==> src/hw/rtl/dll_pkg.sv <==
// Shared types and constants of the doubly linked list engine.
`default_nettype none

package dll_pkg;

	// Default configuration of the node pool
	localparam int POOL_NODES_DEF = 32;
	localparam int VALUE_BITS_DEF = 32;

	// Field widths on the stream ports
	localparam int ACTION_W    = 3;
	localparam int HANDLE_W    = 5;
	localparam int VALUE_W     = 32;
	localparam int RHANDLE_W   = 6;
	localparam int STATUS_W    = 2;
	localparam int IN_TDATA_W  = 40;
	localparam int OUT_TDATA_W = 56;

	// Action codes carried in the input tuser
	typedef enum logic [ACTION_W-1:0] {
		ACT_INS_FRONT = 3'd0,
		ACT_INS_END   = 3'd1,
		ACT_INS_AFTER = 3'd2,
		ACT_DEL_FRONT = 3'd3,
		ACT_DEL_END   = 3'd4,
		ACT_DEL_NODE  = 3'd5,
		ACT_TRAVERSE  = 3'd6
	} action_t;

	// Result status codes carried in the output tuser
	typedef enum logic [STATUS_W-1:0] {
		STAT_OK         = 2'd0,
		STAT_FULL       = 2'd1,
		STAT_EMPTY      = 2'd2,
		STAT_BAD_HANDLE = 2'd3
	} status_t;

endpackage

`default_nettype wire

==> src/hw/rtl/doubly_linked_list_engine_unit.sv <==
// Doubly linked list engine over a fixed node pool, driven by a small sequencer.
// An insert steps through DECIDE, WNEW, WLINK and REPORT before its result is loaded;
// a delete through DECIDE, UNLINK and REPORT, and a failed check or unused code through
// DECIDE and REPORT. Traverse repeats TCHECK and TEMIT, one result per node.
// Each node memory has one registered read and one write port. REPORT and TEMIT stall
// on a held output; the input is ready in the cycle after the last result is loaded.
// Asynchronous active-low reset empties the list; node memories are not cleared.
`default_nettype none

module doubly_linked_list_engine_unit #(
	parameter int POOL_NODES = dll_pkg::POOL_NODES_DEF,
	parameter int VALUE_BITS = dll_pkg::VALUE_BITS_DEF
) (
	input  wire logic                             clk,
	input  wire logic                             arst_n,
	// tdata: node_handle[4:0], value[36:5], zero fill[39:37]
	input  wire logic [dll_pkg::IN_TDATA_W-1:0]   s_axis_tdata,
	// tuser: action[2:0]
	input  wire logic [dll_pkg::ACTION_W-1:0]     s_axis_tuser,
	input  wire logic                             s_axis_tvalid,
	output logic                                  s_axis_tready,
	// tdata: result_handle[5:0], result_value[37:6], head_handle[43:38],
	//        tail_handle[49:44], node_count[55:50]
	output logic [dll_pkg::OUT_TDATA_W-1:0]       m_axis_tdata,
	// tuser: status[1:0]
	output logic [dll_pkg::STATUS_W-1:0]          m_axis_tuser,
	output logic                                  m_axis_tlast,
	output logic                                  m_axis_tvalid,
	input  wire logic                             m_axis_tready
);

	localparam int SLOT_W = $clog2(POOL_NODES);
	localparam int LINK_W = $clog2(POOL_NODES + 1);
	localparam int CMP_W  = (LINK_W > dll_pkg::HANDLE_W) ? LINK_W : dll_pkg::HANDLE_W;
	localparam int RH_W   = dll_pkg::RHANDLE_W;
	localparam logic [LINK_W-1:0] NONE_LINK = LINK_W'(POOL_NODES);

	typedef enum logic [2:0] {
		S_IDLE,
		S_DECIDE,
		S_WNEW,
		S_WLINK,
		S_UNLINK,
		S_REPORT,
		S_TCHECK,
		S_TEMIT
	} state_t;

	state_t                       state_q;
	dll_pkg::action_t             act_q;
	logic [dll_pkg::HANDLE_W-1:0] h_q;
	logic [dll_pkg::VALUE_W-1:0]  v_q;
	logic [CMP_W-1:0]             slot_q;
	logic [LINK_W-1:0]            link_q;
	logic [SLOT_W-1:0]            k_q;
	logic [POOL_NODES-1:0]        used_q;
	logic [LINK_W-1:0]            head_q;
	logic [LINK_W-1:0]            tail_q;
	logic [LINK_W-1:0]            count_q;
	logic [RH_W-1:0]              rep_handle_q;
	dll_pkg::status_t             rep_status_q;

	// Output register
	logic                         out_valid_q;
	logic [RH_W-1:0]              out_handle_q;
	logic [dll_pkg::VALUE_W-1:0]  out_value_q;
	dll_pkg::status_t             out_status_q;
	logic [RH_W-1:0]              out_head_q;
	logic [RH_W-1:0]              out_tail_q;
	logic [RH_W-1:0]              out_count_q;
	logic                         out_last_q;

	// Node memories
	logic [VALUE_BITS-1:0] val_mem [POOL_NODES];
	logic [LINK_W-1:0]     nx_mem  [POOL_NODES];
	logic [LINK_W-1:0]     pv_mem  [POOL_NODES];
	logic [VALUE_BITS-1:0] vl_rd_q;
	logic [LINK_W-1:0]     nx_rd_q;
	logic [LINK_W-1:0]     pv_rd_q;

	logic                  vl_we, vl_re, nx_we, nx_re, pv_we, pv_re;
	logic [SLOT_W-1:0]     vl_addr, nx_wa, nx_ra, pv_wa, pv_ra;
	logic [VALUE_BITS-1:0] vl_wd;
	logic [LINK_W-1:0]     nx_wd, pv_wd;

	logic                  free_found;
	logic [SLOT_W-1:0]     free_slot;
	logic [CMP_W-1:0]      h_ext;
	logic [CMP_W-1:0]      sel_slot;
	logic [SLOT_W-1:0]     slot_idx;
	logic [LINK_W-1:0]     slot_link;
	logic                  list_empty;
	logic                  out_free;
	logic                  out_load;
	logic                  trav_fin;

	function automatic logic slot_live(input logic [CMP_W-1:0] s,
	                                   input logic [POOL_NODES-1:0] used);
		return (s < CMP_W'(POOL_NODES)) && used[s[SLOT_W-1:0]];
	endfunction

	dll_free_finder #(
		.POOL_NODES (POOL_NODES)
	) u_free (
		.clk    (clk),
		.arst_n (arst_n),
		.used   (used_q),
		.found  (free_found),
		.slot   (free_slot)
	);

	// Decode helpers
	assign h_ext      = CMP_W'(h_q);
	assign slot_idx   = slot_q[SLOT_W-1:0];
	assign slot_link  = LINK_W'(slot_q);
	assign list_empty = (count_q == '0) || (head_q >= NONE_LINK);
	assign out_free   = !out_valid_q || m_axis_tready;
	assign out_load   = ((state_q == S_REPORT) || (state_q == S_TEMIT)) && out_free;
	assign trav_fin   = (nx_rd_q >= NONE_LINK) || (k_q == SLOT_W'(POOL_NODES - 1));

	// Select the slot a delete acts on
	always_comb begin
		case (act_q)
			dll_pkg::ACT_DEL_FRONT: sel_slot = CMP_W'(head_q);
			dll_pkg::ACT_DEL_END:   sel_slot = CMP_W'(tail_q);
			default:                sel_slot = h_ext;
		endcase
	end

	// Drive memory reads and writes from the sequencer state
	always_comb begin
		vl_we = 1'b0; vl_re = 1'b0; vl_addr = slot_idx;
		vl_wd = VALUE_BITS'(v_q);
		nx_we = 1'b0; nx_re = 1'b0; nx_wa = slot_idx; nx_ra = slot_idx; nx_wd = NONE_LINK;
		pv_we = 1'b0; pv_re = 1'b0; pv_wa = slot_idx; pv_ra = slot_idx; pv_wd = NONE_LINK;
		case (state_q)
			S_DECIDE: begin
				if (act_q == dll_pkg::ACT_INS_AFTER) begin
					nx_re = 1'b1;
					nx_ra = h_ext[SLOT_W-1:0];
				end else begin
					nx_re = 1'b1;
					pv_re = 1'b1;
					nx_ra = sel_slot[SLOT_W-1:0];
					pv_ra = sel_slot[SLOT_W-1:0];
				end
			end
			S_WNEW: begin
				vl_we = 1'b1;
				nx_we = 1'b1;
				pv_we = 1'b1;
				case (act_q)
					dll_pkg::ACT_INS_FRONT: begin
						nx_wd = head_q;
						pv_wd = NONE_LINK;
					end
					dll_pkg::ACT_INS_END: begin
						nx_wd = NONE_LINK;
						pv_wd = tail_q;
					end
					default: begin
						nx_wd = nx_rd_q;
						pv_wd = LINK_W'(h_q);
					end
				endcase
			end
			S_WLINK: begin
				case (act_q)
					dll_pkg::ACT_INS_FRONT: begin
						pv_we = head_q < NONE_LINK;
						pv_wa = head_q[SLOT_W-1:0];
						pv_wd = slot_link;
					end
					dll_pkg::ACT_INS_END: begin
						nx_we = tail_q < NONE_LINK;
						nx_wa = tail_q[SLOT_W-1:0];
						nx_wd = slot_link;
					end
					default: begin
						nx_we = 1'b1;
						nx_wa = h_ext[SLOT_W-1:0];
						nx_wd = slot_link;
						pv_we = link_q < NONE_LINK;
						pv_wa = link_q[SLOT_W-1:0];
						pv_wd = slot_link;
					end
				endcase
			end
			S_UNLINK: begin
				nx_we = pv_rd_q < NONE_LINK;
				nx_wa = pv_rd_q[SLOT_W-1:0];
				nx_wd = nx_rd_q;
				pv_we = nx_rd_q < NONE_LINK;
				pv_wa = nx_rd_q[SLOT_W-1:0];
				pv_wd = pv_rd_q;
			end
			S_TCHECK: begin
				vl_re = 1'b1;
				nx_re = 1'b1;
			end
			default: begin
			end
		endcase
	end

	// Node memories with registered reads
	always_ff @(posedge clk) begin
		if (vl_we) val_mem[vl_addr] <= vl_wd;
		if (vl_re) vl_rd_q <= val_mem[vl_addr];
		if (nx_we) nx_mem[nx_wa] <= nx_wd;
		if (nx_re) nx_rd_q <= nx_mem[nx_ra];
		if (pv_we) pv_mem[pv_wa] <= pv_wd;
		if (pv_re) pv_rd_q <= pv_mem[pv_ra];
	end

	// Sequencer, list state and output register
	always_ff @(posedge clk or negedge arst_n) begin
		if (!arst_n) begin
			state_q      <= S_IDLE;
			act_q        <= dll_pkg::ACT_INS_FRONT;
			h_q          <= '0;
			v_q          <= '0;
			slot_q       <= '0;
			link_q       <= '0;
			k_q          <= '0;
			used_q       <= '0;
			head_q       <= NONE_LINK;
			tail_q       <= NONE_LINK;
			count_q      <= '0;
			rep_handle_q <= '0;
			rep_status_q <= dll_pkg::STAT_OK;
			out_valid_q  <= 1'b0;
			out_handle_q <= '0;
			out_value_q  <= '0;
			out_status_q <= dll_pkg::STAT_OK;
			out_head_q   <= '0;
			out_tail_q   <= '0;
			out_count_q  <= '0;
			out_last_q   <= 1'b0;
		end else begin
			// Raise the output on a load, drop it once its transfer completes
			if (out_load) begin
				out_valid_q <= 1'b1;
			end else if (m_axis_tready) begin
				out_valid_q <= 1'b0;
			end
			case (state_q)
				S_IDLE: begin
					if (s_axis_tvalid) begin
						act_q   <= dll_pkg::action_t'(s_axis_tuser);
						h_q     <= s_axis_tdata[4:0];
						v_q     <= s_axis_tdata[36:5];
						state_q <= S_DECIDE;
					end
				end
				S_DECIDE: begin
					rep_handle_q <= RH_W'(POOL_NODES);
					state_q      <= S_REPORT;
					case (act_q)
						dll_pkg::ACT_INS_FRONT, dll_pkg::ACT_INS_END: begin
							if (!free_found) begin
								rep_status_q <= dll_pkg::STAT_FULL;
							end else begin
								slot_q  <= CMP_W'(free_slot);
								state_q <= S_WNEW;
							end
						end
						dll_pkg::ACT_INS_AFTER: begin
							if (!slot_live(h_ext, used_q)) begin
								rep_status_q <= dll_pkg::STAT_BAD_HANDLE;
							end else if (!free_found) begin
								rep_status_q <= dll_pkg::STAT_FULL;
							end else begin
								slot_q  <= CMP_W'(free_slot);
								state_q <= S_WNEW;
							end
						end
						dll_pkg::ACT_DEL_FRONT, dll_pkg::ACT_DEL_END,
						dll_pkg::ACT_DEL_NODE: begin
							if (list_empty) begin
								rep_status_q <= dll_pkg::STAT_EMPTY;
							end else if (!slot_live(sel_slot, used_q)) begin
								rep_status_q <= dll_pkg::STAT_BAD_HANDLE;
							end else begin
								slot_q  <= sel_slot;
								state_q <= S_UNLINK;
							end
						end
						dll_pkg::ACT_TRAVERSE: begin
							if (list_empty) begin
								rep_status_q <= dll_pkg::STAT_EMPTY;
							end else begin
								slot_q  <= CMP_W'(head_q);
								k_q     <= '0;
								state_q <= S_TCHECK;
							end
						end
						default: begin
							rep_status_q <= dll_pkg::STAT_OK;
						end
					endcase
				end
				S_WNEW: begin
					used_q[slot_idx] <= 1'b1;
					count_q          <= count_q + LINK_W'(1);
					link_q           <= nx_rd_q;
					state_q          <= S_WLINK;
				end
				S_WLINK: begin
					case (act_q)
						dll_pkg::ACT_INS_FRONT: begin
							if (head_q >= NONE_LINK) tail_q <= slot_link;
							head_q <= slot_link;
						end
						dll_pkg::ACT_INS_END: begin
							if (tail_q >= NONE_LINK) head_q <= slot_link;
							tail_q <= slot_link;
						end
						default: begin
							if (link_q >= NONE_LINK) tail_q <= slot_link;
						end
					endcase
					rep_handle_q <= RH_W'(slot_q);
					rep_status_q <= dll_pkg::STAT_OK;
					state_q      <= S_REPORT;
				end
				S_UNLINK: begin
					if (pv_rd_q >= NONE_LINK) head_q <= nx_rd_q;
					if (nx_rd_q >= NONE_LINK) tail_q <= pv_rd_q;
					used_q[slot_idx] <= 1'b0;
					count_q          <= count_q - LINK_W'(1);
					rep_handle_q     <= RH_W'(slot_q);
					rep_status_q     <= dll_pkg::STAT_OK;
					state_q          <= S_REPORT;
				end
				S_REPORT: begin
					if (out_free) begin
						out_handle_q <= rep_handle_q;
						out_value_q  <= '0;
						out_status_q <= rep_status_q;
						out_head_q   <= RH_W'(head_q);
						out_tail_q   <= RH_W'(tail_q);
						out_count_q  <= RH_W'(count_q);
						out_last_q   <= 1'b1;
						state_q      <= S_IDLE;
					end
				end
				S_TCHECK: begin
					// Stop the walk on a slot that is not in use
					state_q <= slot_live(slot_q, used_q) ? S_TEMIT : S_IDLE;
				end
				S_TEMIT: begin
					if (out_free) begin
						out_handle_q <= RH_W'(slot_q);
						out_value_q  <= dll_pkg::VALUE_W'(vl_rd_q);
						out_status_q <= dll_pkg::STAT_OK;
						out_head_q   <= RH_W'(head_q);
						out_tail_q   <= RH_W'(tail_q);
						out_count_q  <= RH_W'(count_q);
						out_last_q   <= trav_fin;
						if (trav_fin) begin
							state_q <= S_IDLE;
						end else begin
							slot_q  <= CMP_W'(nx_rd_q);
							k_q     <= k_q + SLOT_W'(1);
							state_q <= S_TCHECK;
						end
					end
				end
				default: begin
					state_q <= S_IDLE;
				end
			endcase
		end
	end

	// Stream ports
	assign s_axis_tready = (state_q == S_IDLE);
	assign m_axis_tvalid = out_valid_q;
	assign m_axis_tdata  = {out_count_q, out_tail_q, out_head_q, out_value_q, out_handle_q};
	assign m_axis_tuser  = out_status_q;
	assign m_axis_tlast  = out_last_q;

	// The used bits always agree with the node count
	a_count_matches_used: assert property (@(posedge clk) disable iff (!arst_n)
		$countones(used_q) == int'(count_q))
		else $error("used bits disagree with node count");

	// Between actions an empty list has no head and no tail
	a_empty_consistent: assert property (@(posedge clk) disable iff (!arst_n)
		(state_q == S_IDLE) |->
		((count_q == '0) == ((head_q == NONE_LINK) && (tail_q == NONE_LINK))))
		else $error("head, tail and count out of step");

	// An accepted item blocks the input while it is processed
	a_busy_after_accept: assert property (@(posedge clk) disable iff (!arst_n)
		(s_axis_tvalid && s_axis_tready) |=> !s_axis_tready)
		else $error("input taken while an action is in progress");

endmodule

`default_nettype wire

==> src/hw/rtl/dll_free_finder.sv <==
// Lowest free pool slot search as a registered two-level priority tree.
`default_nettype none

module dll_free_finder #(
	parameter int POOL_NODES = dll_pkg::POOL_NODES_DEF,
	localparam int SLOT_W = $clog2(POOL_NODES)
) (
	input  wire logic              clk,
	input  wire logic              arst_n,
	input  wire logic [POOL_NODES-1:0] used,
	output logic                   found,
	output logic [SLOT_W-1:0]      slot
);

	localparam int GROUP_W = 8;
	localparam int IDX_W   = $clog2(GROUP_W);
	localparam int GROUPS  = (POOL_NODES + GROUP_W - 1) / GROUP_W;
	localparam int PAD_W   = GROUPS * GROUP_W;

	logic [PAD_W-1:0]  used_pad;
	logic [GROUPS-1:0] grp_any;
	logic [IDX_W-1:0]  grp_idx [GROUPS];
	logic [GROUPS-1:0] any_s1;
	logic [IDX_W-1:0]  idx_s1 [GROUPS];

	// Mark padding slots past the pool as taken
	always_comb begin
		used_pad = '1;
		used_pad[POOL_NODES-1:0] = used;
	end

	// Find the lowest free slot inside each group
	always_comb begin
		for (int g = 0; g < GROUPS; g++) begin
			grp_any[g] = ~&used_pad[g*GROUP_W +: GROUP_W];
			grp_idx[g] = '0;
			for (int b = GROUP_W - 1; b >= 0; b--) begin
				if (!used_pad[g*GROUP_W + b]) begin
					grp_idx[g] = IDX_W'(b);
				end
			end
		end
	end

	// Register the per-group results
	always_ff @(posedge clk or negedge arst_n) begin
		if (!arst_n) begin
			any_s1 <= '0;
			for (int g = 0; g < GROUPS; g++) begin
				idx_s1[g] <= '0;
			end
		end else begin
			any_s1 <= grp_any;
			for (int g = 0; g < GROUPS; g++) begin
				idx_s1[g] <= grp_idx[g];
			end
		end
	end

	// Pick the lowest group that has a free slot
	always_comb begin
		found = 1'b0;
		slot  = '0;
		for (int g = GROUPS - 1; g >= 0; g--) begin
			if (any_s1[g]) begin
				found = 1'b1;
				slot  = SLOT_W'(g * GROUP_W + int'(idx_s1[g]));
			end
		end
	end

endmodule

`default_nettype wire

==> config.mk <==
export PLATFORM = sky130hd
export DESIGN_NAME = doubly_linked_list_engine_unit
export DESIGN_NICKNAME = d
export VERILOG_FILES = /design/src/hw/rtl/dll_pkg.sv /design/src/hw/rtl/doubly_linked_list_engine_unit.sv /design/src/hw/rtl/dll_free_finder.sv
export SDC_FILE = /design/constraint.sdc
export NUM_CORES = 2
export LEC_CHECK = 0
export ABC_AREA = 1
export BUFFER_PORTS_ARGS = -buffer_cell sky130_fd_sc_hd__buf_4
export CAP_MARGIN = 20
export CORE_MARGIN = 1.5
export CORE_UTILIZATION = 50
export CTS_BUF_LIST = sky130_fd_sc_hd__clkbuf_8
export DETAILED_ROUTE_END_ITERATION = 12
export PLACE_DENSITY = 0.66
export SLEW_MARGIN = 30
export SYNTH_ARGS = -nofsm -noshare
export SYNTH_HDL_FRONTEND = slang
export SYNTH_SLANG_ARGS = --single-unit
==> constraint.sdc <==
create_clock -name clk -period 8.47 [get_ports clk]
set_clock_uncertainty 0.15 [all_clocks]
set_input_delay 0.4235 -clock clk [delete_from_list [all_inputs] [get_ports clk]]
set_output_delay 0.4235 -clock clk [all_outputs]
set_load 0.1 [all_outputs]
==> run_results.csv <==
group,metric,value,unit
sta,setup_viol,0,
finish,area_growth_syn_to_layout,13.0,%
floorplanning,core,128000,um2
place,gp_congestion,0.912,
pwr,power.leakage,24.9,nW
clock_network,clk_pin_slew,0.06,ns
yosys,syn_avg_cell_area,14.0,um2
yosys,syn_nets,4632,
finish,post_route_cells_drive_above_1_share,14.4,%
yosys,yosysTopAreaCell,"edfxtp_1",
setup_path,end_kind,"register",
floorplanning,die_x,361,um
clock_network,clk_root_buffer_cell,"clkbuf_8",
setup_path,r2r_setup_slack,3.62,ns
global_route,groute.layer.met2.usage,40.8,%
setup_path,cp-startpoint,"state_q[1]$_DFFE_PN0P_",
floorplanning,rows,131,
yosys,yosysUniqueCellTypes,53,
sta,maxSlewViolCount,0,
global_route,grtUsageMet3,4.85,%
yosys,synth.top_cell.area_share,67.9,%
pwr,p_sw,10.6,mW
yosys,syn_inst,4578,
yosys,synth_edf_count,1452,
yosys,yosys_most_used_dff,"edfxtp_1",
worst_hold_path,hp-class,"in -> reg",
global_route,grt_pass1_vias,40100,
pwr,seqPwrFrac,43.1,%
place,port_buffers,104,
pwr,ir_worst_vdd,0.321,mV
finish,final_area,72600,um2
sta,tns,0,ns
finish,layout_commonest_cell,"edfxtp_1",
pwr,intPower,16.2,mW
detailed_routing,drt_iter0_markers,5754,
global_route,grt_start_max_net_pins,141,
clock_network,clk_path_buf_depth,4,
detailed_routing,route.detailed.drc,0,
place,post-place-ws,3.73,ns
finish,utilization,56.9,%
global_route,globalRouteTotalUtil,26.7,%
clock_network,clk_latency,1.00,ns
yosys,synth-seq-area-share,75.5,%
clock_network,cts_max_level,5,
floorplanning,die_area,131000,um2
sta,tightestPinTransition,0.991,ns
detailed_routing,vias,41400,
sta,rsz0062_at_grt,"false",
pwr,powerDensity,370,nW/um2
sta,period_needed,4.85,ns
sta,slew_headroom,33.9,%
job,drv_cap,0,
yosys,synth_area,64200,um2
setup_path,crit_end,"pv_mem[18][4]$_DFFE_PP_",
global_route,use_met1,38.1,%
detailed_routing,first_pass_iters,7,
yosys,yosys_register_bits,1646,
status,status,"finished, final reports clean",
place,dp_hpwl,94400,um
sta,fin_ws,3.62,ns
global_route,busiest_layer,"met2",
clock_network,cts_tree,"built",
setup_path,required,8.91,ns
sta,fin_crit_sh,57.3,%
global_route,grt_overflow_total,0,
clock_network,cts_made_buffers,281,
finish,final_cell_mix,"edfxtp_1 (1,452), a22oi_1 (519), nand2_1 (413), nor2_1 (371), clkbuf_8 (303)",
setup_path,cp-start-kind,"register",
setup_path,setup.worst_path.class,"reg -> reg",
clock_network,cts_hold_buffers,47,
pwr,swShare,39.6,%
global_route,antenna_found_initial,4,
detailed_routing,antenna_left,0,
yosys,synthTopCellsByArea,"edfxtp_1 (68%), dfrtp_1 (7.5%), a22oi_1 (6.1%), nand2_1 (2.4%), nor2_1 (2.2%)",
setup_path,r2r_start,"state_q[1]$_DFFE_PN0P_",
finish,nNetsFinal,4898,
detailed_routing,viasPerCell,6.19,
pwr,power.share.combinational,33.0,%
setup_path,cp_max_fo,61,
clock_network,post-cts-setup-buffers,0,
floorplanning,die_h,361,um
setup_path,worst-r2r-cell-count,10,
detailed_routing,routed_wl,176000,um
detailed_routing,drt-wirelength-per-cell,26.3,um
clock_network,cts_sinks,1646,
sta,max_freq,0.206,GHz
yosys,async_reset_ff_share,11.8,%
setup_path,crit_arrival,5.29,ns
place,placed_area,67100,um2
pwr,clockPowerShare,23.9,%
floorplanning,start_util,50.4,%
clock_network,cts.repair.resized,0,
yosys,yosys_warnings,0,
setup_path,reg2reg_to,"pv_mem[18][4]$_DFFE_PP_",
floorplanning,ios,108,
global_route,grt_pass1_wl,260000,um
sta,hold_viol,0,
==> cell usage after synthesis (49+ instances only) <==
| cell type | n |
|---|---|
| a21oi_1 | 279 |
| clkbuf_1 | 212 |
| o21ai_0 | 238 |
| dfrtp_1 | 192 |
| o21bai_1 | 49 |
| nor2_1 | 375 |
| nand2_1 | 418 |
| o221ai_1 | 105 |
| nand3_1 | 170 |
| edfxtp_1 | 1452 |
| nor3_1 | 61 |
| a22oi_1 | 519 |
| inv_1 | 138 |
==> power by group through the flow <==
stage / registers, mW / clock network, mW / logic (mW)
after floorplan: 12.0 / 0 / 5.24
after global placement: 11.7 / 0 / 8.59
after detailed placement: 11.7 / 0 / 8.73
after CTS: 11.6 / 6.51 / 8.77
after global routing: 11.7 / 6.87 / 9.56
final: 11.6 / 6.43 / 8.85
==> stage by stage <==
| stage | power [mW] | instances | hold WS [ns] |
|---|---|---|---|
| floorplan | 17.3 | 4578 | -0.0221 |
| global placement | 20.3 | 6173 | 0.307 |
| detailed placement | 20.4 | 6175 | 0.311 |
| CTS | 26.8 | 6690 | 0.000826 |
| global route | 28.1 | 6694 | 0.0354 |
| finish | 26.8 | 6694 | 0.0678 |
==> cell type report <==
cell class	instances	area (um2)
clock inverter	165	763
clock buffer	303	4170
fill	10100	54900
timing repair buffer	260	2160
tap	1662	2080
inverter	159	616
multi-input combinational	2496	14300
antenna	3	7.51
sequential	1646	48500
==> worst max-delay path, stage by stage, from the launching register on <==
cell,delay [ns]
dfrtp_4,0.75
nor2_1,0.18
inv_1,0.11
nor2_4,0.08
buf_4,0.54
clkinv_1,0.41
nand2_1,0.54
nor2_1,0.12
a31oi_1,0.48
nand2_1,0.47
nor2_1,0.64
==> state kept, by name, summed over array words and instances (netlist names), 12 cells and up, named ones only <==
register	flops
nx_mem	192
out_value_q	32
pv_mem	192
u_free.idx_s1	12
v_q	32
val_mem	1024
vl_rd_q	32
==> logic make-up after synthesis <==
kind of cell | count (synthesis) | share of synthesized area, %
buffers and inverters | 436 | 2.69
XOR/XNOR | 3 | 0.0409
multiplexers | 34 | 0.596
AO/OA/AOI/OAI | 1318 | 13.5
AND/OR/NAND/NOR | 1134 | 7.62
flip-flops | 1646 | 75.5
adder cells (fa/ha/maj) | 7 | 0.148
==> worst min path at each step <==
stage / start / to / slack (ns) / cells past startpoint
global placement: arst_n / out_count_q[0]$_DFFE_PN0P_ / 0.31 / 1
global route: s_axis_tdata[28] / v_q[23]$_DFFE_PN0P_ / 0.04 / 3
finish: s_axis_tdata[10] / v_q[5]$_DFFE_PN0P_ / 0.07 / 3
detailed placement: arst_n / out_value_q[14]$_DFFE_PN0P_ / 0.31 / 1
floorplan: arst_n / async pin / -0.02 / 0
CTS: s_axis_tdata[29] / v_q[24]$_DFFE_PN0P_ / 0.0008 / 3
==> layer usage <==
metal,up-vias,wire [um]
met3,398,16400
met5,-,0
met4,0,6530
li1,18100,-
met2,2335,81000
met1,20500,72300
No activity file was read; power rests on OpenSTA's default activity.
